==> config.mk <==
export PLATFORM = sky130hd
export DESIGN_NAME = login_keepalive_stream_parser_top
export DESIGN_NICKNAME = d
export VERILOG_FILES = /design/src/hdl/lksp_pkg.sv /design/src/hdl/lksp_front.sv /design/src/hdl/lksp_cmd_fifo.sv /design/src/hdl/lksp_back.sv /design/src/hdl/login_keepalive_stream_parser_top.sv
export SDC_FILE = /design/constraint.sdc
export NUM_CORES = 1
export LEC_CHECK = 0
export BUFFER_PORTS_ARGS = -buffer_cell sky130_fd_sc_hd__buf_2
export CAP_MARGIN = 20
export CORE_ASPECT_RATIO = 0.6
export CORE_UTILIZATION = 46
export CTS_BUF_LIST = sky130_fd_sc_hd__clkbuf_16
export DETAILED_ROUTE_END_ITERATION = 16
export GPL_ROUTABILITY_DRIVEN = 0
export PLACE_DENSITY = 0.65
export SLEW_MARGIN = 20
export SYNTH_ARGS = -nofsm -noshare
export SYNTH_HDL_FRONTEND = slang
export SYNTH_HIERARCHICAL = 1
export SYNTH_SLANG_ARGS = --single-unit
==> constraint.sdc <==
create_clock -name clk -period 3.1 [get_ports clk]
set_input_delay 0.31 -clock clk [delete_from_list [all_inputs] [get_ports clk]]
set_output_delay 0.31 -clock clk [all_outputs]
set_load 0.1 [all_outputs]
==> src/hdl/lksp_pkg.sv <==
// Package for the login/keepalive stream parser: item, result and command
// types, phase and kind codes, and the keepalive pattern table.
// No dependencies.
package lksp_pkg;

    // Request function codes
    localparam logic [1:0] FUNC_BYTE    = 2'd0;
    localparam logic [1:0] FUNC_FLUSH   = 2'd1;
    localparam logic [1:0] FUNC_RESTART = 2'd2;

    // Result kind codes
    localparam logic [2:0] KIND_DATA   = 3'd0;
    localparam logic [2:0] KIND_LOGIN  = 3'd1;
    localparam logic [2:0] KIND_ACCEPT = 3'd2;
    localparam logic [2:0] KIND_REJECT = 3'd3;
    localparam logic [2:0] KIND_ALIVE  = 3'd4;
    localparam logic [2:0] KIND_CHUNK  = 3'd5;
    localparam logic [2:0] KIND_ERROR  = 3'd6;

    // Parser phases
    localparam logic [3:0] PH_INITIAL = 4'd0;
    localparam logic [3:0] PH_LOGIN   = 4'd1;
    localparam logic [3:0] PH_STREAM  = 4'd2;
    localparam logic [3:0] PH_MA      = 4'd3;
    localparam logic [3:0] PH_ML      = 4'd4;
    localparam logic [3:0] PH_MI      = 4'd5;
    localparam logic [3:0] PH_MV      = 4'd6;
    localparam logic [3:0] PH_ME      = 4'd7;
    localparam logic [3:0] PH_MGT     = 4'd8;
    localparam logic [3:0] PH_ERROR   = 4'd9;

    // Characters
    localparam logic [7:0] CH_LT    = 8'h3C;
    localparam logic [7:0] CH_GT    = 8'h3E;
    localparam logic [7:0] CH_SEMI  = 8'h3B;
    localparam logic [7:0] CH_COLON = 8'h3A;
    localparam logic [7:0] CH_A     = 8'h41;
    localparam logic [7:0] CH_L     = 8'h4C;
    localparam logic [7:0] CH_I     = 8'h49;
    localparam logic [7:0] CH_V     = 8'h56;
    localparam logic [7:0] CH_E     = 8'h45;

    localparam logic [2:0] FIELD_MAX    = 3'd7;
    localparam logic [2:0] LOGIN_FIELDS = 3'd3;
    localparam logic [2:0] ALIVE_PREFIX = 3'd6;

    // Command queue geometry
    localparam int CMD_DEPTH = 4;
    localparam int CMD_PTR_W = 2;
    localparam int CMD_CNT_W = 3;

    typedef struct packed {
        logic [1:0] func;
        logic [7:0] byte_in;
    } req_t;

    typedef struct packed {
        logic [2:0] kind;
        logic [7:0] byte_out;
        logic [2:0] field_number;
        logic       after_colon;
        logic       last;
    } res_t;

    // One command per accepted item that causes results: an optional replay
    // of prefix_len keepalive pattern bytes, then one final result.
    typedef struct packed {
        logic [2:0] prefix_len;
        logic [2:0] kind;
        logic [7:0] byte_val;
        logic [2:0] field_number;
        logic       after_colon;
    } cmd_t;

    typedef struct packed {
        logic full;
        logic empty;
    } q_status_t;

    function automatic logic [7:0] alive_char(input logic [2:0] idx);
        logic [7:0] ch;
        case (idx)
            3'd0:    ch = CH_LT;
            3'd1:    ch = CH_A;
            3'd2:    ch = CH_L;
            3'd3:    ch = CH_I;
            3'd4:    ch = CH_V;
            3'd5:    ch = CH_E;
            default: ch = CH_GT;
        endcase
        return ch;
    endfunction

endpackage

==> src/hdl/lksp_front.sv <==
// Front end of the parser: phase tracking and classification of each
// accepted item into one command for the back end. Uses lksp_pkg.
module lksp_front
    import lksp_pkg::*;
(
    input  logic clk,
    input  logic rst_n,
    input  logic accept,
    input  req_t req,
    output logic cmd_push,
    output cmd_t cmd
);

    logic [3:0] phase_reg, phase_next;
    logic       pending_reg, pending_next;
    logic [2:0] semis_reg, semis_next;
    logic       colon_reg, colon_next;
    logic       has_cmd;
    logic [2:0] matched;

    assign matched = 3'(phase_reg - PH_MA) + 3'd1;

    always_comb
    begin
        phase_next   = phase_reg;
        pending_next = pending_reg;
        semis_next   = semis_reg;
        colon_next   = colon_reg;
        has_cmd      = 1'b0;
        cmd          = '0;
        case (req.func)
            FUNC_RESTART:
            begin
                phase_next   = PH_INITIAL;
                pending_next = 1'b0;
                semis_next   = '0;
                colon_next   = 1'b0;
            end
            FUNC_FLUSH:
            begin
                if (phase_reg == PH_STREAM && pending_reg)
                begin
                    has_cmd      = 1'b1;
                    cmd.kind     = KIND_CHUNK;
                    pending_next = 1'b0;
                end
            end
            FUNC_BYTE:
            begin
                case (phase_reg) inside
                    PH_INITIAL:
                    begin
                        if (req.byte_in == CH_LT)
                        begin
                            phase_next = PH_LOGIN;
                            semis_next = '0;
                            colon_next = 1'b0;
                        end
                        else
                            phase_next = PH_ERROR;
                    end
                    PH_LOGIN:
                    begin
                        has_cmd = 1'b1;
                        if (req.byte_in == CH_GT)
                        begin
                            if (semis_reg == LOGIN_FIELDS)
                            begin
                                cmd.kind     = KIND_ACCEPT;
                                phase_next   = PH_STREAM;
                                pending_next = 1'b0;
                            end
                            else
                            begin
                                cmd.kind   = KIND_REJECT;
                                phase_next = PH_INITIAL;
                            end
                            semis_next = '0;
                            colon_next = 1'b0;
                        end
                        else
                        begin
                            cmd.kind         = KIND_LOGIN;
                            cmd.byte_val     = req.byte_in;
                            cmd.field_number = semis_reg;
                            cmd.after_colon  = colon_reg;
                            if (req.byte_in == CH_SEMI)
                            begin
                                if (semis_reg != FIELD_MAX)
                                    semis_next = semis_reg + 3'd1;
                                colon_next = 1'b0;
                            end
                            else if (req.byte_in == CH_COLON)
                                colon_next = 1'b1;
                        end
                    end
                    PH_STREAM:
                    begin
                        if (req.byte_in == CH_LT)
                            phase_next = PH_MA;
                        else
                        begin
                            has_cmd      = 1'b1;
                            cmd.kind     = KIND_DATA;
                            cmd.byte_val = req.byte_in;
                            pending_next = 1'b1;
                        end
                    end
                    [PH_MA:PH_ME]:
                    begin
                        if (req.byte_in == alive_char(matched))
                            phase_next = phase_reg + 4'd1;
                        else
                        begin
                            // broken match: replay the prefix, then the byte
                            has_cmd        = 1'b1;
                            cmd.prefix_len = matched;
                            cmd.kind       = KIND_DATA;
                            cmd.byte_val   = req.byte_in;
                            pending_next   = 1'b1;
                            phase_next     = PH_STREAM;
                        end
                    end
                    PH_MGT:
                    begin
                        has_cmd = 1'b1;
                        if (req.byte_in == CH_GT)
                            cmd.kind = KIND_ALIVE;
                        else
                        begin
                            cmd.prefix_len = ALIVE_PREFIX;
                            cmd.kind       = KIND_DATA;
                            cmd.byte_val   = req.byte_in;
                            pending_next   = 1'b1;
                        end
                        phase_next = PH_STREAM;
                    end
                    default:
                    begin
                        // error phase: drop the byte, report once
                        has_cmd      = 1'b1;
                        cmd.kind     = KIND_ERROR;
                        pending_next = 1'b0;
                        phase_next   = PH_STREAM;
                    end
                endcase
            end
            default:
            begin
            end
        endcase
    end

    assign cmd_push = accept && has_cmd;

    always_ff @(posedge clk or negedge rst_n)
    begin
        if (!rst_n)
        begin
            phase_reg   <= PH_INITIAL;
            pending_reg <= 1'b0;
            semis_reg   <= '0;
            colon_reg   <= 1'b0;
        end
        else if (accept)
        begin
            phase_reg   <= phase_next;
            pending_reg <= pending_next;
            semis_reg   <= semis_next;
            colon_reg   <= colon_next;
        end
    end

endmodule

==> src/hdl/lksp_cmd_fifo.sv <==
// Short command queue between the parser front end and the result back end.
// Uses lksp_pkg.
module lksp_cmd_fifo
    import lksp_pkg::*;
(
    input  logic      clk,
    input  logic      rst_n,
    input  logic      wr_en,
    input  cmd_t      wr_data,
    input  logic      rd_en,
    output cmd_t      rd_data,
    output q_status_t status
);

    cmd_t                 mem [CMD_DEPTH];
    logic [CMD_PTR_W-1:0] wr_ptr_reg;
    logic [CMD_PTR_W-1:0] rd_ptr_reg;
    logic [CMD_CNT_W-1:0] count_reg;

    assign status.full  = (count_reg == CMD_CNT_W'(CMD_DEPTH));
    assign status.empty = (count_reg == '0);
    assign rd_data      = mem[rd_ptr_reg];

    always_ff @(posedge clk)
    begin
        if (wr_en)
            mem[wr_ptr_reg] <= wr_data;
    end

    always_ff @(posedge clk or negedge rst_n)
    begin
        if (!rst_n)
        begin
            wr_ptr_reg <= '0;
            rd_ptr_reg <= '0;
            count_reg  <= '0;
        end
        else
        begin
            if (wr_en)
                wr_ptr_reg <= wr_ptr_reg + CMD_PTR_W'(1);
            if (rd_en)
                rd_ptr_reg <= rd_ptr_reg + CMD_PTR_W'(1);
            case ({wr_en, rd_en})
                2'b10:   count_reg <= count_reg + CMD_CNT_W'(1);
                2'b01:   count_reg <= count_reg - CMD_CNT_W'(1);
                default: count_reg <= count_reg;
            endcase
        end
    end

endmodule

==> src/hdl/lksp_back.sv <==
// Back end: expands each command into its results, one per cycle while the
// output slot is free or being taken, into the output register. Uses lksp_pkg.
module lksp_back
    import lksp_pkg::*;
(
    input  logic      clk,
    input  logic      rst_n,
    input  cmd_t      head,
    input  q_status_t q_status,
    output logic      head_pop,
    input  logic      pop,
    output logic      empty,
    output res_t      result
);

    logic [2:0] idx_reg;
    logic       valid_reg;
    res_t       result_reg;
    res_t       res_next;
    logic       step;
    logic       in_prefix;

    // Advance when a command waits and the output slot is free or being taken
    assign step      = !q_status.empty && (!valid_reg || pop);
    assign in_prefix = (idx_reg < head.prefix_len);
    assign head_pop  = step && !in_prefix;

    always_comb
    begin
        res_next = '0;
        if (in_prefix)
        begin
            res_next.kind     = KIND_DATA;
            res_next.byte_out = alive_char(idx_reg);
        end
        else
        begin
            res_next.kind         = head.kind;
            res_next.byte_out     = head.byte_val;
            res_next.field_number = head.field_number;
            res_next.after_colon  = head.after_colon;
            res_next.last         = 1'b1;
        end
    end

    always_ff @(posedge clk or negedge rst_n)
    begin
        if (!rst_n)
        begin
            idx_reg   <= '0;
            valid_reg <= 1'b0;
        end
        else
        begin
            if (step)
            begin
                valid_reg <= 1'b1;
                idx_reg   <= in_prefix ? idx_reg + 3'd1 : 3'd0;
            end
            else if (pop)
                valid_reg <= 1'b0;
        end
    end

    always_ff @(posedge clk)
    begin
        if (step)
            result_reg <= res_next;
    end

    assign empty  = !valid_reg;
    assign result = result_reg;

endmodule

==> src/hdl/login_keepalive_stream_parser_top.sv <==
// Top level of the login/keepalive stream parser.
// Depends on lksp_pkg, lksp_front, lksp_cmd_fifo and lksp_back.
//
// Usage:
//   Requests enter through a queue-like port: present request and raise
//   push; the request is taken at a rising edge with push high and full low.
//   A request carries func (byte, chunk-end flush, restart) and byte_in.
//   Results leave the same way: while empty is low the oldest result sits on
//   result; it is taken at a rising edge with pop high and empty low.
//   result.last marks the final result caused by one request.
// Results: a request that causes results has its command enter the queue at
//   the accepting edge; the back end then loads the output register from the
//   queue head once the output slot is free. Requests that cause no result
//   only update the parser phase.
// Throughput: one request per cycle while full is low; the back end emits
//   one result per cycle while pop is high. A broken keepalive match emits
//   up to seven results from one request; during that burst the four-entry
//   command queue can fill and raise full until the back end catches up.
// Reset: rst_n low clears the phase to initial, all login tags and pending
//   data, empties the command queue and the output register.
// Stall: if the receiver holds pop low, the output register holds its result,
//   the back end waits, the command queue fills and then full holds requests.
module login_keepalive_stream_parser_top
    import lksp_pkg::*;
(
    input  logic clk,
    input  logic rst_n,
    input  logic push,
    output logic full,
    input  req_t request,
    output logic empty,
    input  logic pop,
    output res_t result
);

    q_status_t q_status;
    logic      accept;
    logic      cmd_push;
    cmd_t      cmd;
    cmd_t      head;
    logic      head_pop;

    // Take a request whenever the command queue has room
    assign full   = q_status.full;
    assign accept = push && !q_status.full;

    lksp_front u_front (
        .clk      (clk),
        .rst_n    (rst_n),
        .accept   (accept),
        .req      (request),
        .cmd_push (cmd_push),
        .cmd      (cmd)
    );

    lksp_cmd_fifo u_cmd_fifo (
        .clk     (clk),
        .rst_n   (rst_n),
        .wr_en   (cmd_push),
        .wr_data (cmd),
        .rd_en   (head_pop),
        .rd_data (head),
        .status  (q_status)
    );

    lksp_back u_back (
        .clk      (clk),
        .rst_n    (rst_n),
        .head     (head),
        .q_status (q_status),
        .head_pop (head_pop),
        .pop      (pop),
        .empty    (empty),
        .result   (result)
    );

endmodule

# Yosys cells after proc, flatten, opt, wreduce, memory -nomap -nowiden
# Memories as Yosys holds them, arrays and structs flattened.
# Cells that the tools add are included.
[totals]
regBits = 36
ramBits = 72
in_bits = 14
out_inout_bits = 18
n_memories = 1
[mem_list]
columns = ["memory", "words", "word_bits", "rd", "rd_clocked_by_memory_dff", "wr", "line_no", "rtl"]
rows = [
  ["u_cmd_fifo.mem", 4, 18, 1, 0, 1, "lksp_cmd_fifo.sv:15", "cmd_t mem [CMD_DEPTH];"],
]
[classes]
n_addsub = 9
magnitude_cmp = 3
n_eq_ne = 39
n_mux = 88
n_reduce_logical = 24
[op_table]
columns = ["op", "n"]
rows = [
  ["2-to-1 mux 8 bit", 13],
  ["case mux 7 bit (6 select lines)", 2],
  ["2-to-1 mux 3 bit", 21],
  ["2-to-1 mux 4 bit", 10],
  ["equality test 8 x 6 -> 1 bit (second input constant)", 4],
  ["2-to-1 mux 1 bit", 30],
  ["2-to-1 mux 12 bit", 2],
  ["case mux 3 bit (2 select lines)", 3],
  ["equality test 3 x 2 -> 1 bit (second input constant)", 5],
  ["equality test 3 bit (second input constant)", 5],
  ["2-to-1 mux 14 bit", 1],
  ["adder 3 x 1 -> 3 bit (second input constant)", 4],
  ["!= test 3 bit (second input constant)", 4],
  ["!= test 5 x 3 -> 1 bit (second input constant)", 2],
  ["zero test 3 bit", 3],
  ["AND reduction 9 bit", 1],
  ["equality test 8 bit", 1],
  ["!= test 4 x 1 -> 1 bit (second input constant)", 2],
  ["!= test 4 x 3 -> 1 bit (second input constant)", 2],
  ["case mux 4 bit (2 select lines)", 1],
  ["equality test 3 x 1 -> 1 bit (second input constant)", 2],
  ["logical AND 1 bit", 6],
  ["!= test 6 x 5 -> 1 bit (second input constant)", 1],
  ["AND reduction 6 bit", 1],
  ["other kinds (27)", 37],
]

# Depth between registers and ports, before layout
# Gate-level depths: netlist of the first run.
[logic_depth]
word_depth = 19
mapped_depth = 16
ltp_nobuf = 15

# Hierarchy
# The synthesis of the first run kept the hierarchy.
[modules_own_cells]
columns = ["mod", "instances", "cells_each", "area_each_um2", "seq_area_each_um2"]
rows = [
  ["lksp_cmd_fifo", 1, 131, 2996.6, 2337.2],
  ["lksp_front", 1, 175, 1396.3, 225.2],
  ["lksp_back", 1, 80, 998.5, 580.6],
  ["login_keepalive_stream_parser_top", 1, 1, 13.8, 0.0],
]

# Least setup slack after synthesis of the first run
# OpenSTA, ideal clock, no wires.
[synth_path]
path_type = "register -> register"
startpoint = "register u_front.phase_reg[1]"
endpoint = "register u_cmd_fifo.count_reg[2]"
setup_time_ns = 0.079
t_arrival_ns = 3.145
required_ns = 3.021
setup_slack_ns = -0.124
stages_incl_launch_ff = 17
period_less_slack_ns = 3.224
cell_sequence = "dfrtp_1 -> inv_1 -> ha_1 -> buf_6 -> nand2b_1 -> and3_1 -> nor4_4 -> nand4b_4 -> nand2_1 -> a21oi_1 -> inv_1 -> ha_1 -> inv_1 -> fa_1 -> xor2_1 -> nor2_1 -> xor2_1"
[synth_via]
elab_chain_cells = 19
[synth_lines]
columns = ["element", "line_no", "rtl"]
rows = [
  ["from (decl)", "lksp_front.sv:14", "logic [3:0] phase_reg, phase_next;"],
  ["from (signal assigned)", "lksp_front.sv:167", "phase_reg <= phase_next;"],
  ["subtractor 3 x 2 -> 3 bit", "lksp_front.sv:21", "assign matched = 3'(phase_reg - PH_MA) + 3'd1;"],
  ["adder 3 x 1 -> 3 bit", "lksp_front.sv:21", ""],
  ["equality test 3 bit, or another cell as far along", "lksp_pkg.sv:82", "case (idx)"],
  ["case mux 7 bit (6 select lines)", "lksp_pkg.sv:82", ""],
  ["2-to-1 mux 8 bit (4 in a row)", "lksp_front.sv:50", "case (phase_reg) inside"],
  ["2-to-1 mux 8 bit", "lksp_front.sv:31", "case (req.func)"],
  ["equality test 8 bit", "lksp_front.sv:111", "if (req.byte_in == alive_char(matched))"],
  ["2-to-1 mux 1 bit", "lksp_front.sv:111", ""],
  ["2-to-1 mux 1 bit (4 in a row)", "lksp_front.sv:50", ""],
  ["case mux 1 bit (2 select lines) *", "lksp_front.sv:31", ""],
  ["logical AND 1 bit *", "lksp_front.sv:154", "assign cmd_push = accept && has_cmd;"],
  ["via cmd_push", "login_keepalive_stream_parser_top.sv:38", "logic cmd_push;"],
  ["equality test 2 x 1 -> 1 bit / equality test 2 bit (equally long branches)", "lksp_cmd_fifo.sv:44", "case ({wr_en, rd_en})"],
  ["case mux 3 bit (2 select lines) / nonzero test 2 bit (equally long branches)", "-", ""],
  ["to (signal assigned)", "lksp_cmd_fifo.sv:45", "2'b10: count_reg <= count_reg + CMD_CNT_W'(1);"],
  ["to (signal assigned)", "lksp_cmd_fifo.sv:46", "2'b01: count_reg <= count_reg - CMD_CNT_W'(1);"],
  ["to (signal assigned)", "lksp_cmd_fifo.sv:47", "default: count_reg <= count_reg;"],
  ["to (decl)", "lksp_cmd_fifo.sv:18", "logic [CMD_CNT_W-1:0] count_reg;"],
]
# The timed path passes the listed nets; every way through them passes the cells marked *. The select of a mux whose other input is x is not followed.
# A chain may end at the register's enable or synchronous reset.

# Worst setup path after layout of the first run
[layout_path]
startpoint = "register u_front.phase_reg[1]"
endpoint = "register u_cmd_fifo.count_reg[1]"
# Same word-level chain as after synthesis.

==> impl_summary.log, run 1 <==
INFO  metric final_setup_violating_endpoints = 0
INFO  metric synth_mux_area_share = 10.6%
INFO  metric setup_ws = 73.4 ps
INFO  metric worst_hold_slack = 167 ps
INFO  metric synthSimpleGateAreaFrac = 14.2%
INFO  metric drc = 0
INFO  metric period_share = 97.6%
INFO  metric number_of_antenna_violations_at_the_first_check_in_global_routing = 0
INFO  metric crit_required = 3360 ps
INFO  metric final_period_minus_worst_setup_slack = 3030 ps
INFO  metric worstSkewPairLatency = 340 ps
INFO  metric die_width = 142 um
INFO  metric syn_nets = 425
INFO  metric syn-instance-count = 387
INFO  metric synth_commonest_cells = 88 x sky130_fd_sc_hd__edfxtp_1, 26 x sky130_fd_sc_hd__and2_1, 25 x sky130_fd_sc_hd__inv_1
INFO  metric track_usage = 20.2%
INFO  metric mappedNetlistArea = 5410 sq um
INFO  metric dieHeight = 86.0 um
INFO  metric slew_viol_final = 0
INFO  metric worstHoldPathType = primary input to flip-flop
INFO  metric leakage = 0.00240 uW
INFO  metric wire_per_inst = 18.4 um
INFO  metric cts_max_level = 3
INFO  metric nets = 483
INFO  metric seq_area_frac_synth = 58.1%
INFO  metric timing_worst_setup_path_type = flip-flop to flip-flop
INFO  metric synth_enable_flop_cells = 88
INFO  metric min-delay-start = pop
INFO  metric cts_sinks = 108
INFO  metric clock_transition_at_path_regs = 70 ps
INFO  metric route.final.wire_length = 11200 um
INFO  metric post-synth-top-area-fraction = 48.9%
INFO  metric cts_max_path_buffers = 2
INFO  metric pin_count_of_the_biggest_net_entering_global_routing = 21
INFO  metric detail_route.vias_per_cell = 5.54
INFO  metric largest_reg_flops = 72
INFO  metric postSynthAreaPerCell = 14.0 sq um
INFO  metric critical_path_arrival = 3280 ps
INFO  metric flip_flop_and_latch_count_after_synthesis = 108
INFO  metric placement_setup_slack = -63.2 ps
INFO  metric dp_hpwl = 8060 um
INFO  metric dominantRegCellSynth = sky130_fd_sc_hd__edfxtp_1
INFO  metric number_of_global_route_vias_before_repair = 3340
INFO  metric cts_tree = built
INFO  metric rr_startpoint = u_front/phase_reg[1]$_DFFE_PN0P_
INFO  metric cts-buffers-inserted = 9
INFO  metric first_pass_grt_wire_length = 18200 um
INFO  metric timing_hold_violations_final = 0
INFO  metric start_util = 47.5%
INFO  metric post-place-cells = 590
INFO  metric final_antenna_net_count = 0
INFO  metric grt_remaining_overflow = 0
INFO  metric critical_path.startpoint_type = flip-flop
INFO  metric element_type_at_the_critical_path_end = flip-flop
INFO  metric detailroute.via_count = 3380
INFO  metric maxCapViolCount = 0
INFO  metric grt_setup_unrepaired = true
INFO  metric diodes_inserted = 0
INFO  metric status = finished clean
INFO  metric portBuffers = 31
INFO  metric area_delta_synth_final = 16.7%
INFO  metric yosysTopAreaCell = sky130_fd_sc_hd__edfxtp_1
INFO  metric layout-drive-gt1-share = 30.4%
INFO  metric max_freq = 330 MHz
INFO  metric root_buffer = sky130_fd_sc_hd__clkbuf_16
INFO  metric vdd_drop_max = 418 uV
INFO  metric num_io_pins = 32
INFO  metric dr.pass1.iters = 5
INFO  metric power.density = 929 nW/um^2
INFO  metric post_synth_xor_area_fraction = 1.46%
INFO  metric relSlewSlack = 64.3%
INFO  metric yosysUniqueCellTypes = 66
INFO  metric post_synth_arst_share = 18.5%
INFO  metric synthesis.yosys.warnings = 6
INFO  metric tightestPinTransition = 536 ps
INFO  metric main_combinational_cell_family_by_area_after_synthesis = simple AND/OR/NAND/NOR gates
INFO  metric synth_compound_area_share = 6.94%
INFO  metric post_layout_nonfiller_instances = 610
INFO  metric timing.critical_path.fanout_max = 8
INFO  metric die_area = 12200 sq um
INFO  metric detailedRoute.firstIterationViolations = 333
INFO  metric yosys.cell_count.top_type = sky130_fd_sc_hd__edfxtp_1
INFO  metric synth_adder_area_share = 5.69%
INFO  metric n_fill_cell = 937
INFO  metric synth.area.top_cells = sky130_fd_sc_hd__edfxtp_1 49%, sky130_fd_sc_hd__dfrtp_1 9.3%, sky130_fd_sc_hd__mux4_2 7.5%
INFO  metric cp-startpoint = u_front/phase_reg[1]$_DFFE_PN0P_
INFO  metric core = 11400 sq um
INFO  metric timing.clock.skew = 4.22 ps
INFO  metric row_cnt = 30
-- final cells by class --
type	instances	area, sq um	share of cell area [%]
Multi-Input combinational cell	245	2160	34.3
Sequential cell	108	3150	49.9
Inverter	25	96.3	1.53
Clock buffer	9	225	3.57
Tap cell	160	200	3.17
Clock inverter	7	81.3	1.29
Timing Repair Buffer	56	395	6.27
-- path summary, 6_finish.rpt --
check	to	slack, ps	depth (start not counted)
worst max-delay path	u_cmd_fifo/count_reg[1]$_DFFE_PN0P_	70	13
worst min-delay path	u_back/valid_reg$_DFFE_PN0P_	170	2
worst max register to register	u_cmd_fifo/count_reg[1]$_DFFE_PN0P_	70	13
worst min register to register	u_cmd_fifo/count_reg[2]$_DFFE_PN0P_	500	1
max in group asynchronous	u_cmd_fifo/rd_ptr_reg[0]$_DFFE_PN0P_	2230	2
min in group asynchronous	u_cmd_fifo/wr_ptr_reg[0]$_DFFE_PN0P_	470	2
-- cell usage in the layout, fill, tap and decap left out, types with 9 or more instances in the layout --
master	instances
sky130_fd_sc_hd__and2_1	26
sky130_fd_sc_hd__edfxtp_1	88
sky130_fd_sc_hd__o21ai_0	15
sky130_fd_sc_hd__a21oi_1	11
sky130_fd_sc_hd__inv_1	24
sky130_fd_sc_hd__mux4_2	18
sky130_fd_sc_hd__mux2_2	11
sky130_fd_sc_hd__ha_1	17
sky130_fd_sc_hd__clkbuf_16	9
sky130_fd_sc_hd__buf_4	20
sky130_fd_sc_hd__dfrtp_1	16
sky130_fd_sc_hd__nor2_1	21
sky130_fd_sc_hd__nand2_1	17
sky130_fd_sc_hd__buf_2	31
-- through the flow --
step / setup TNS (ps) / total power [uW] / utilization (%) / area (sq um)
floorplan: 0 / 4170 / - / 5410
global placement: 0 / 4640 / 51.9 / 5900
CTS: 0 / 5880 / 54.9 / 6250
detailed placement: -77.1 / 4680 / 51.9 / 5900
finish: 0 / 5860 / 55.5 / 6310
global route: -52.3 / 6190 / 55.5 / 6310
-- critical path, cell delays in order, from the launching register on --
cell and delay (ps):
sky130_fd_sc_hd__dfrtp_2 430, sky130_fd_sc_hd__buf_4 180, sky130_fd_sc_hd__ha_2 260, sky130_fd_sc_hd__a21oi_2 200, sky130_fd_sc_hd__mux2i_1 240, sky130_fd_sc_hd__and2_1 190
sky130_fd_sc_hd__nand4b_4 170, sky130_fd_sc_hd__nand2_1 70, sky130_fd_sc_hd__a21oi_1 200, sky130_fd_sc_hd__inv_1 80, sky130_fd_sc_hd__ha_2 200, sky130_fd_sc_hd__inv_1 70
sky130_fd_sc_hd__fa_2 430, sky130_fd_sc_hd__o21ai_0 210
-- power by group --
part	switching, uW	internal (uW)
clock	531	639
combinational	1770	895
sequential	156	1870
-- routing by layer --
layer | vias up | wire, um | GRT usage (%) | share of wire (%)
met1 | 1702 | 5350 | 29.0 | 48
met4 | 0 | 114 | 5.18 | 1.0
li1 | 1566 | - | - | -
met5 | - | 0 | 0 | 0
met3 | 15 | 611 | 4.75 | 5.4
met2 | 97 | 5150 | 30.9 | 46
-- logic make-up after synthesis --
family                   after synthesis
AO/OA/AOI/OAI                         56
XOR/XNOR                               9
adder cells (fa/ha/maj)               24
buffers and inverters                 34
flip-flops                           108
multiplexers                          33
AND/OR/NAND/NOR                      123
-- timing repair --
item / 4_1_cts / 5_1_grt
setup endpoints to repair: 2 / 2
buffers inserted: 1 / 2
hold endpoints to repair: 20 / 0
pin swaps: 1 / 3
gates resized for setup: 6 / 12
hold buffers: 1 / 0
Note: power is estimated with default switching activity, not from simulation.
==> inputs of run 2 (changes only) <==
--- a/config.mk
+++ b/config.mk
@@ -12,7 +12,10 @@
 export CTS_BUF_LIST = sky130_fd_sc_hd__clkbuf_16
 export DETAILED_ROUTE_END_ITERATION = 16
 export GPL_ROUTABILITY_DRIVEN = 0
+export HOLD_SLACK_MARGIN = 0.08
 export PLACE_DENSITY = 0.65
+export REMOVE_ABC_BUFFERS = 1
+export SETUP_SLACK_MARGIN = 0.02
 export SLEW_MARGIN = 20
 export SYNTH_ARGS = -nofsm -noshare
 export SYNTH_HDL_FRONTEND = slang
==> run 2 against run 1 <==
Effect of this change: via count decreased by 0.47%; total power shrank 0.15%; largest power group unchanged; register-to-register slack gained 70 ps; worst hold slack worse by 17 ps; largest cell class unchanged; first-iteration DRC count shrank 19%; global-route usage grew 0.68 points; worst setup slack improved by 71 ps; critical endpoint is now u_cmd_fifo/count_reg[2]$_DFFE_PN0P_; sequential power barely moved; non-clock buffer count rose by 7.
==> impl_summary.log, run 2 (same netlist as run 1, synthesis figures left out) <==
INFO  metric timing.clock.skew = 6.79 ps (+2.57 ps)
INFO  metric critical_path_arrival = 3230 ps (-50 ps)
INFO  metric area_delta_synth_final = 18.1%
INFO  metric tightestPinTransition = 616 ps (+79.9 ps)
INFO  metric route.final.wire_length = 11700 um (+4.6%)
INFO  metric diodes_inserted = 0 (unchanged)
INFO  metric max_freq = 338 MHz (+2.4%)
INFO  metric row_cnt = 30 (unchanged)
INFO  metric timing.critical_path.fanout_max = 8 (unchanged)
INFO  metric largest_reg_flops = 72 (unchanged)
INFO  metric num_io_pins = 32 (unchanged)
INFO  metric rrSetupSlack = 140 ps (+70 ps)
INFO  metric cts-buffers-inserted = 9 (unchanged)
INFO  metric number_of_global_route_vias_before_repair = 3418 (+2.3%)
INFO  metric grt_setup_unrepaired = false
INFO  metric timing.hold.worst_path_depth = 2 (unchanged)
INFO  metric wire_per_inst = 19.0 um (+3.4%)
INFO  metric crit_required = 3370 ps (about the same)
INFO  metric relSlewSlack = 58.6% (-5.6 points)
INFO  metric start_util = 47.5% (unchanged)
INFO  metric timing_worst_setup_path_type = flip-flop to flip-flop
INFO  metric cts_max_path_buffers = 2 (unchanged)
INFO  metric timing.critical_path.slowest_cell_delay = 380 ps (-50 ps)
INFO  metric dr.pass1.iters = 5 (unchanged)
INFO  metric first_pass_grt_wire_length = 18700 um (+2.9%)
INFO  metric cts_tree = built
INFO  metric power.density = 917 nW/um^2 (-1.3%)
INFO  metric detail_route.vias_per_cell = 5.45 (-1.6%)
INFO  metric hold_crit_endpoint = u_back/valid_reg$_DFFE_PN0P_
INFO  metric n_fill_cell = 930 (-0.75%)
INFO  metric core = 11400 sq um (unchanged)
INFO  metric number_of_antenna_violations_at_the_first_check_in_global_routing = 0 (unchanged)
INFO  metric crit_family = adder cells
INFO  metric pin_count_of_the_biggest_net_entering_global_routing = 21 (unchanged)
INFO  metric placement_setup_slack = 12.2 ps (+75.5 ps)
INFO  metric status = finished clean
INFO  metric dieHeight = 86.0 um (unchanged)
INFO  metric leakage = 0.00243 uW (+1.6%)
INFO  metric layout.cells.most_common = sky130_fd_sc_hd__edfxtp_1
INFO  metric cts_sinks = 108 (unchanged)
INFO  metric portBuffers = 31 (unchanged)
INFO  metric slowest_cp_cell = sky130_fd_sc_hd__dfrtp_1
INFO  metric worst_hold_slack = 150 ps (-16.7 ps)
INFO  metric drc = 0 (unchanged)
INFO  metric critical_path.startpoint_type = flip-flop
INFO  metric dp_hpwl = 8310 um (+3.2%)
INFO  metric track_usage = 20.9% (+0.68 points)
INFO  metric post_layout_nonfiller_instances = 617 (+1.1%)
INFO  metric grt_remaining_overflow = 0 (unchanged)
INFO  metric post-place-cells = 594 (+0.68%)
INFO  metric layout-drive-gt1-share = 31.9% (+1.5 points)
INFO  metric timing.reg2reg.worst_path_depth = 15 (+2)
INFO  metric worstSkewPairLatency = 350 ps (about the same)
INFO  metric timing.critical_path.cells = inv_2, ha_4, a21oi_1, a32o_2, nor4_4, nand4b_4, nand2_2, a21oi_2, inv_1, ha_2, inv_1, fa_1, xor2_1, nor2_1, xor2_1
INFO  metric rr_endpoint = u_cmd_fifo/count_reg[2]$_DFFE_PN0P_
INFO  metric vdd_drop_max = 417 uV (-0.32%)
INFO  metric die_width = 142 um (unchanged)
INFO  metric root_buffer = sky130_fd_sc_hd__clkbuf_16
INFO  metric period_share = 95.3% (-2.3 points)
INFO  metric detailedRoute.firstIterationViolations = 271 (-19%)
INFO  metric final_antenna_net_count = 0 (unchanged)
INFO  metric rr_startpoint = u_front/phase_reg[1]$_DFFE_PN0P_
INFO  metric slew_viol_final = 0 (unchanged)
INFO  metric detailroute.via_count = 3364 (-0.47%)
INFO  metric nets = 490 (+1.4%)
INFO  metric final_setup_violating_endpoints = 0 (unchanged)
INFO  metric critical_path_buf_inv_count = 3 (unchanged)
INFO  metric maxCapViolCount = 0 (unchanged)
INFO  metric setup_ws = 145 ps (+71.2 ps)
INFO  metric element_type_at_the_critical_path_end = flip-flop
INFO  metric timing_hold_violations_final = 0 (unchanged)
INFO  metric die_area = 12200 sq um (unchanged)
INFO  metric worstHoldPathType = primary input to flip-flop
INFO  metric top_library_cells_by_usage_in_the_layout_fill_and_taps_aside = 88 x sky130_fd_sc_hd__edfxtp_1, 31 x sky130_fd_sc_hd__buf_2, 26 x sky130_fd_sc_hd__and2_1, 25 x sky130_fd_sc_hd__buf_4, 24 x sky130_fd_sc_hd__inv_1
INFO  metric final_period_minus_worst_setup_slack = 2960 ps (-71.2 ps)
INFO  metric clock_transition_at_path_regs = 70 ps (about the same)
INFO  metric min-delay-start = pop
INFO  metric cts_max_level = 3 (unchanged)
==> run 2: cell types whose count changed in the layout (fill, tap and decap cells not counted), sizes merged <==
cell,change
buf,+7
bufinv,-1
clkinv,+2
inv,-1
==> run 2: layer usage <==
layer	share of wire, %	global-route usage [%]
met5	0	0
met3	7.5	7.65
met4	0.90	4.11
met1	47	29.7
met2	44	30.6
==> run 2: what timing repair did <==
item,in CTS,in global routing
setup buffers,0,6
gates cloned,0,0
resized for setup,7,21
hold endpoints to repair,20,0
pin swaps,5,10
hold buffers,1,0
endpoints found under the setup margin,2,21
==> run 2: cell type report <==
cell class                 count  area, sq um  share of cell area (%)
clock buffer                   9          225                    3.53
clock inverter                 7         53.8                   0.842
inverter                      25         93.8                    1.47
multi-input combinational    245         2210                    34.6
timing repair buffer          63          455                    7.13
tap                          160          200                    3.13
sequential                   108         3150                    49.3
==> run 2: metrics by stage <==
stage	utilization, %	setup TNS, ps	instance area (sq um)	power, uW
6_report	56.1	0	6390	5850
5_1_grt	56.1	0	6390	6170
4_1_cts	54.9	0	6240	5820
3_5_place_dp	52.1	0	5930	4730
3_3_place_gp	52.1	0	5930	4670
2_1_floorplan	-	-1600	5340	4090
==> run 2: worst register-to-register path, stage by stage (launching register included) <==
cell and delay, ps:
sky130_fd_sc_hd__dfrtp_1 380, sky130_fd_sc_hd__inv_2 70, sky130_fd_sc_hd__ha_4 330, sky130_fd_sc_hd__a21oi_1 80, sky130_fd_sc_hd__a32o_2 260, sky130_fd_sc_hd__nor4_4 320
sky130_fd_sc_hd__nand4b_4 180, sky130_fd_sc_hd__nand2_2 110, sky130_fd_sc_hd__a21oi_2 60, sky130_fd_sc_hd__inv_1 70, sky130_fd_sc_hd__ha_2 180, sky130_fd_sc_hd__inv_1 50
sky130_fd_sc_hd__fa_1 370, sky130_fd_sc_hd__xor2_1 150, sky130_fd_sc_hd__nor2_1 120, sky130_fd_sc_hd__xor2_1 160
==> run 2: how the worst max path moves through the flow <==
stage | from | to | slack (ps) | depth (start not counted)
2_1_floorplan | u_cmd_fifo/rd_ptr_reg[0]$_DFFE_PN0P_ | u_cmd_fifo/count_reg[2]$_DFFE_PN0P_ | -710 | 12
3_3_place_gp | u_front/phase_reg[1]$_DFFE_PN0P_ | u_cmd_fifo/count_reg[2]$_DFFE_PN0P_ | 100 | 15
3_5_place_dp | u_front/phase_reg[0]$_DFFE_PN0P_ | u_cmd_fifo/count_reg[2]$_DFFE_PN0P_ | 10 | 15
6_report | u_front/phase_reg[1]$_DFFE_PN0P_ | u_cmd_fifo/count_reg[2]$_DFFE_PN0P_ | 140 | 15
5_1_grt | u_front/phase_reg[1]$_DFFE_PN0P_ | u_cmd_fifo/count_reg[2]$_DFFE_PN0P_ | 5 | 15
4_1_cts | u_front/phase_reg[1]$_DFFE_PN0P_ | u_cmd_fifo/count_reg[2]$_DFFE_PN0P_ | 20 | 16
==> run 2: report_power, final <==
part	switching [uW]	internal, uW
combinational	1820	937
clock	525	549
sequential	153	1870
==> inputs of run 3 (changes only) <==
--- a/config.mk
+++ b/config.mk
@@ -7,13 +7,15 @@
 export LEC_CHECK = 0
 export BUFFER_PORTS_ARGS = -buffer_cell sky130_fd_sc_hd__buf_2
 export CAP_MARGIN = 20
+export CELL_PAD_IN_SITES_DETAIL_PLACEMENT = 1
+export CELL_PAD_IN_SITES_GLOBAL_PLACEMENT = 1
 export CORE_ASPECT_RATIO = 0.6
 export CORE_UTILIZATION = 46
 export CTS_BUF_LIST = sky130_fd_sc_hd__clkbuf_16
 export DETAILED_ROUTE_END_ITERATION = 16
 export GPL_ROUTABILITY_DRIVEN = 0
 export HOLD_SLACK_MARGIN = 0.08
-export PLACE_DENSITY = 0.65
+export PLACE_DENSITY_LB_ADDON = 0.1
 export REMOVE_ABC_BUFFERS = 1
 export SETUP_SLACK_MARGIN = 0.02
 export SLEW_MARGIN = 20
==> run 3 against run 2 <==
Effect of this change: combinational power hardly changed; first-iteration DRC count is 15% lower; clock power is 4% higher; clock skew is 2.0 ps lower; utilization is 0.62 points lower; sequential power hardly changed; count of clock-buffer cells in the layout stayed put; sequential share of layout area is 0.53 points higher; critical endpoint unchanged; largest cell class unchanged; highest routed layer unchanged.
==> impl_summary.log, run 3 (same netlist as run 1, synthesis figures left out) <==
INFO  metric tightestPinTransition = 583 ps (-32.3 ps)
INFO  metric layout-drive-gt1-share = 29.1% (-2.9 points)
INFO  metric dr.pass1.iters = 4 (-1)
INFO  metric top_library_cells_by_usage_in_the_layout_fill_and_taps_aside = 88 x sky130_fd_sc_hd__edfxtp_1, 31 x sky130_fd_sc_hd__buf_2, 26 x sky130_fd_sc_hd__inv_1, 26 x sky130_fd_sc_hd__and2_1, 23 x sky130_fd_sc_hd__buf_4
INFO  metric postLayoutCellArea = 6320 sq um (-1.1%)
INFO  metric vdd_drop_max = 783 uV (+88%)
INFO  metric status = finished clean
INFO  metric total_power = 5920 uW (+1.1%)
INFO  metric cts_max_level = 3 (unchanged)
INFO  metric grt_setup_unrepaired = false
INFO  metric row_cnt = 30 (unchanged)
INFO  metric element_type_at_the_critical_path_end = flip-flop
INFO  metric critical_path.startpoint_type = flip-flop
INFO  metric clock_transition_at_path_regs = 70 ps (about the same)
INFO  metric final_antenna_net_count = 0 (unchanged)
INFO  metric slew_viol_final = 0 (unchanged)
INFO  metric nets = 487 (-0.61%)
INFO  metric max_freq = 338 MHz (-0.18%)
INFO  metric first_pass_grt_wire_length = 20100 um (+7.6%)
INFO  metric final_setup_violating_endpoints = 0 (unchanged)
INFO  metric number_of_antenna_violations_at_the_first_check_in_global_routing = 0 (unchanged)
INFO  metric timing_hold_violations_final = 0 (unchanged)
INFO  metric timing.clock.skew = 4.79 ps (-2.00 ps)
INFO  metric worstHoldPathType = primary input to flip-flop
INFO  metric area_delta_synth_final = 16.9%
INFO  metric critical_path_arrival = 3220 ps (about the same)
INFO  metric utilization = 55.5% (-0.62 points)
INFO  metric layout.cells.most_common = sky130_fd_sc_hd__edfxtp_1
INFO  metric timing_worst_setup_path_type = flip-flop to flip-flop
INFO  metric postCtsSetupRepairBufs = 0 (unchanged)
INFO  metric dp_hpwl = 9640 um (+16%)
INFO  metric number_of_global_route_vias_before_repair = 3509 (+2.7%)
INFO  metric wire_per_inst = 21.4 um (+13%)
INFO  metric worstSkewPairLatency = 340 ps (about the same)
INFO  metric cts-buffers-inserted = 9 (unchanged)
INFO  metric relSlewSlack = 61.1% (+2.5 points)
INFO  metric core = 11400 sq um (unchanged)
INFO  metric route.final.wire_length = 13200 um (+12%)
INFO  metric drc = 0 (unchanged)
INFO  metric period_share = 95.5% (+0.17 points)
INFO  metric pin_count_of_the_biggest_net_entering_global_routing = 21 (unchanged)
INFO  metric portBuffers = 31 (unchanged)
INFO  metric cts_tree = built
INFO  metric num_io_pins = 32 (unchanged)
INFO  metric detail_route.vias_per_cell = 5.70 (+4.5%)
INFO  metric start_util = 47.5% (unchanged)
INFO  metric cts_sinks = 108 (unchanged)
INFO  metric die_area = 12200 sq um (unchanged)
INFO  metric cts_max_path_buffers = 2 (unchanged)
INFO  metric detailedRoute.firstIterationViolations = 229 (-15%)
INFO  metric detailroute.via_count = 3503 (+4.1%)
INFO  metric grt_remaining_overflow = 0 (unchanged)
INFO  metric final_period_minus_worst_setup_slack = 2960 ps (+5.41 ps)
INFO  metric leakage = 0.00241 uW (-1.0%)
INFO  metric crit_required = 3360 ps (about the same)
INFO  metric track_usage = 22.6% (+1.7 points)
INFO  metric timing.critical_path.fanout_max = 8 (unchanged)
INFO  metric die_width = 142 um (unchanged)
INFO  metric power.density = 937 nW/um^2 (+2.2%)
INFO  metric finalSetupTns = 0 ps (unchanged)
INFO  metric largest_reg_flops = 72 (unchanged)
INFO  metric maxCapViolCount = 0 (unchanged)
INFO  metric dieHeight = 86.0 um (unchanged)
INFO  metric root_buffer = sky130_fd_sc_hd__clkbuf_16
INFO  metric placement.cell_area = 5950 sq um (+0.38%)
-- run 3: final timing paths --
kind                                                          start  depth (start not counted)                             endpoint  slack, ps
worst max-delay path               u_front/phase_reg[1]$_DFFE_PN0P_                         15  u_cmd_fifo/count_reg[2]$_DFFE_PN0P_        140
worst min-delay path                                            pop                          2         u_back/valid_reg$_DFFE_PN0P_        180
worst max register to register     u_front/phase_reg[1]$_DFFE_PN0P_                         15  u_cmd_fifo/count_reg[2]$_DFFE_PN0P_        140
worst min register to register  u_cmd_fifo/count_reg[2]$_DFFE_PN0P_                          1  u_cmd_fifo/count_reg[2]$_DFFE_PN0P_        490
max in group asynchronous                                     rst_n                          2     u_front/phase_reg[0]$_DFFE_PN0P_       2150
min in group asynchronous                                     rst_n                          2        u_back/idx_reg[1]$_DFFE_PN0P_        530
-- run 3: worst max-delay path, stage by stage, from the launching register on --
cell	delay [ps]
sky130_fd_sc_hd__dfrtp_1	410
sky130_fd_sc_hd__inv_2	110
sky130_fd_sc_hd__ha_4	240
sky130_fd_sc_hd__nand2b_1	170
sky130_fd_sc_hd__and3_4	190
sky130_fd_sc_hd__nor4_4	300
sky130_fd_sc_hd__nand4b_4	160
sky130_fd_sc_hd__nand2_2	80
sky130_fd_sc_hd__a21oi_1	90
sky130_fd_sc_hd__inv_1	90
sky130_fd_sc_hd__ha_2	190
sky130_fd_sc_hd__inv_1	50
sky130_fd_sc_hd__fa_1	370
sky130_fd_sc_hd__xor2_1	150
sky130_fd_sc_hd__nor2_1	130
sky130_fd_sc_hd__xor2_1	150
-- run 3: report_power, final --
| group | leakage [uW] | switching [uW] | internal [uW] |
|---|---|---|---|
| sequential | 0.00109 | 159 | 1870 |
| clock | 0.000144 | 491 | 618 |
| combinational | 0.00118 | 1860 | 920 |
| total | 0.00241 | 2510 | 3410 |
-- run 3: per-layer routing --
layer,track usage [%],part of all wire [%],up-vias
li1,-,-,1578
met1,33.7,50,1840
met2,33.6,44,75
met3,5.64,5.4,10
met4,4.40,0.87,0
met5,0,0,-
-- run 3: what timing repair did --
| item | 4_1_cts | 5_1_grt |
|---|---|---|
| endpoints found under the hold margin | 20 | 0 |
| gates resized for setup | 2 | 13 |
| hold buffers | 1 | 0 |
| pin swaps | 1 | 4 |
| endpoints found under the setup margin | 1 | 2 |
-- run 3: area by class of cell --
class	instances	area, sq um
sequential	108	3140
multi-input combinational	245	2160
clock buffer	9	225
fill	1152	5060
tap	160	200
inverter	25	93.8
clock inverter	7	61.3
timing repair buffer	60	429
antenna	1	2.50
-- run 3: per-stage QoR --
| step | cells | worst slack [ps] | hold slack (ps) |
|---|---|---|---|
| after global placement | 597 | 66.2 | 327 |
| after detailed placement | 597 | -30.4 | 334 |
| after CTS | 614 | 37.5 | 168 |
| final | 615 | 139 | 177 |
| after global routing | 614 | 26.9 | 180 |
| after floorplan | 378 | -705 | 14.4 |
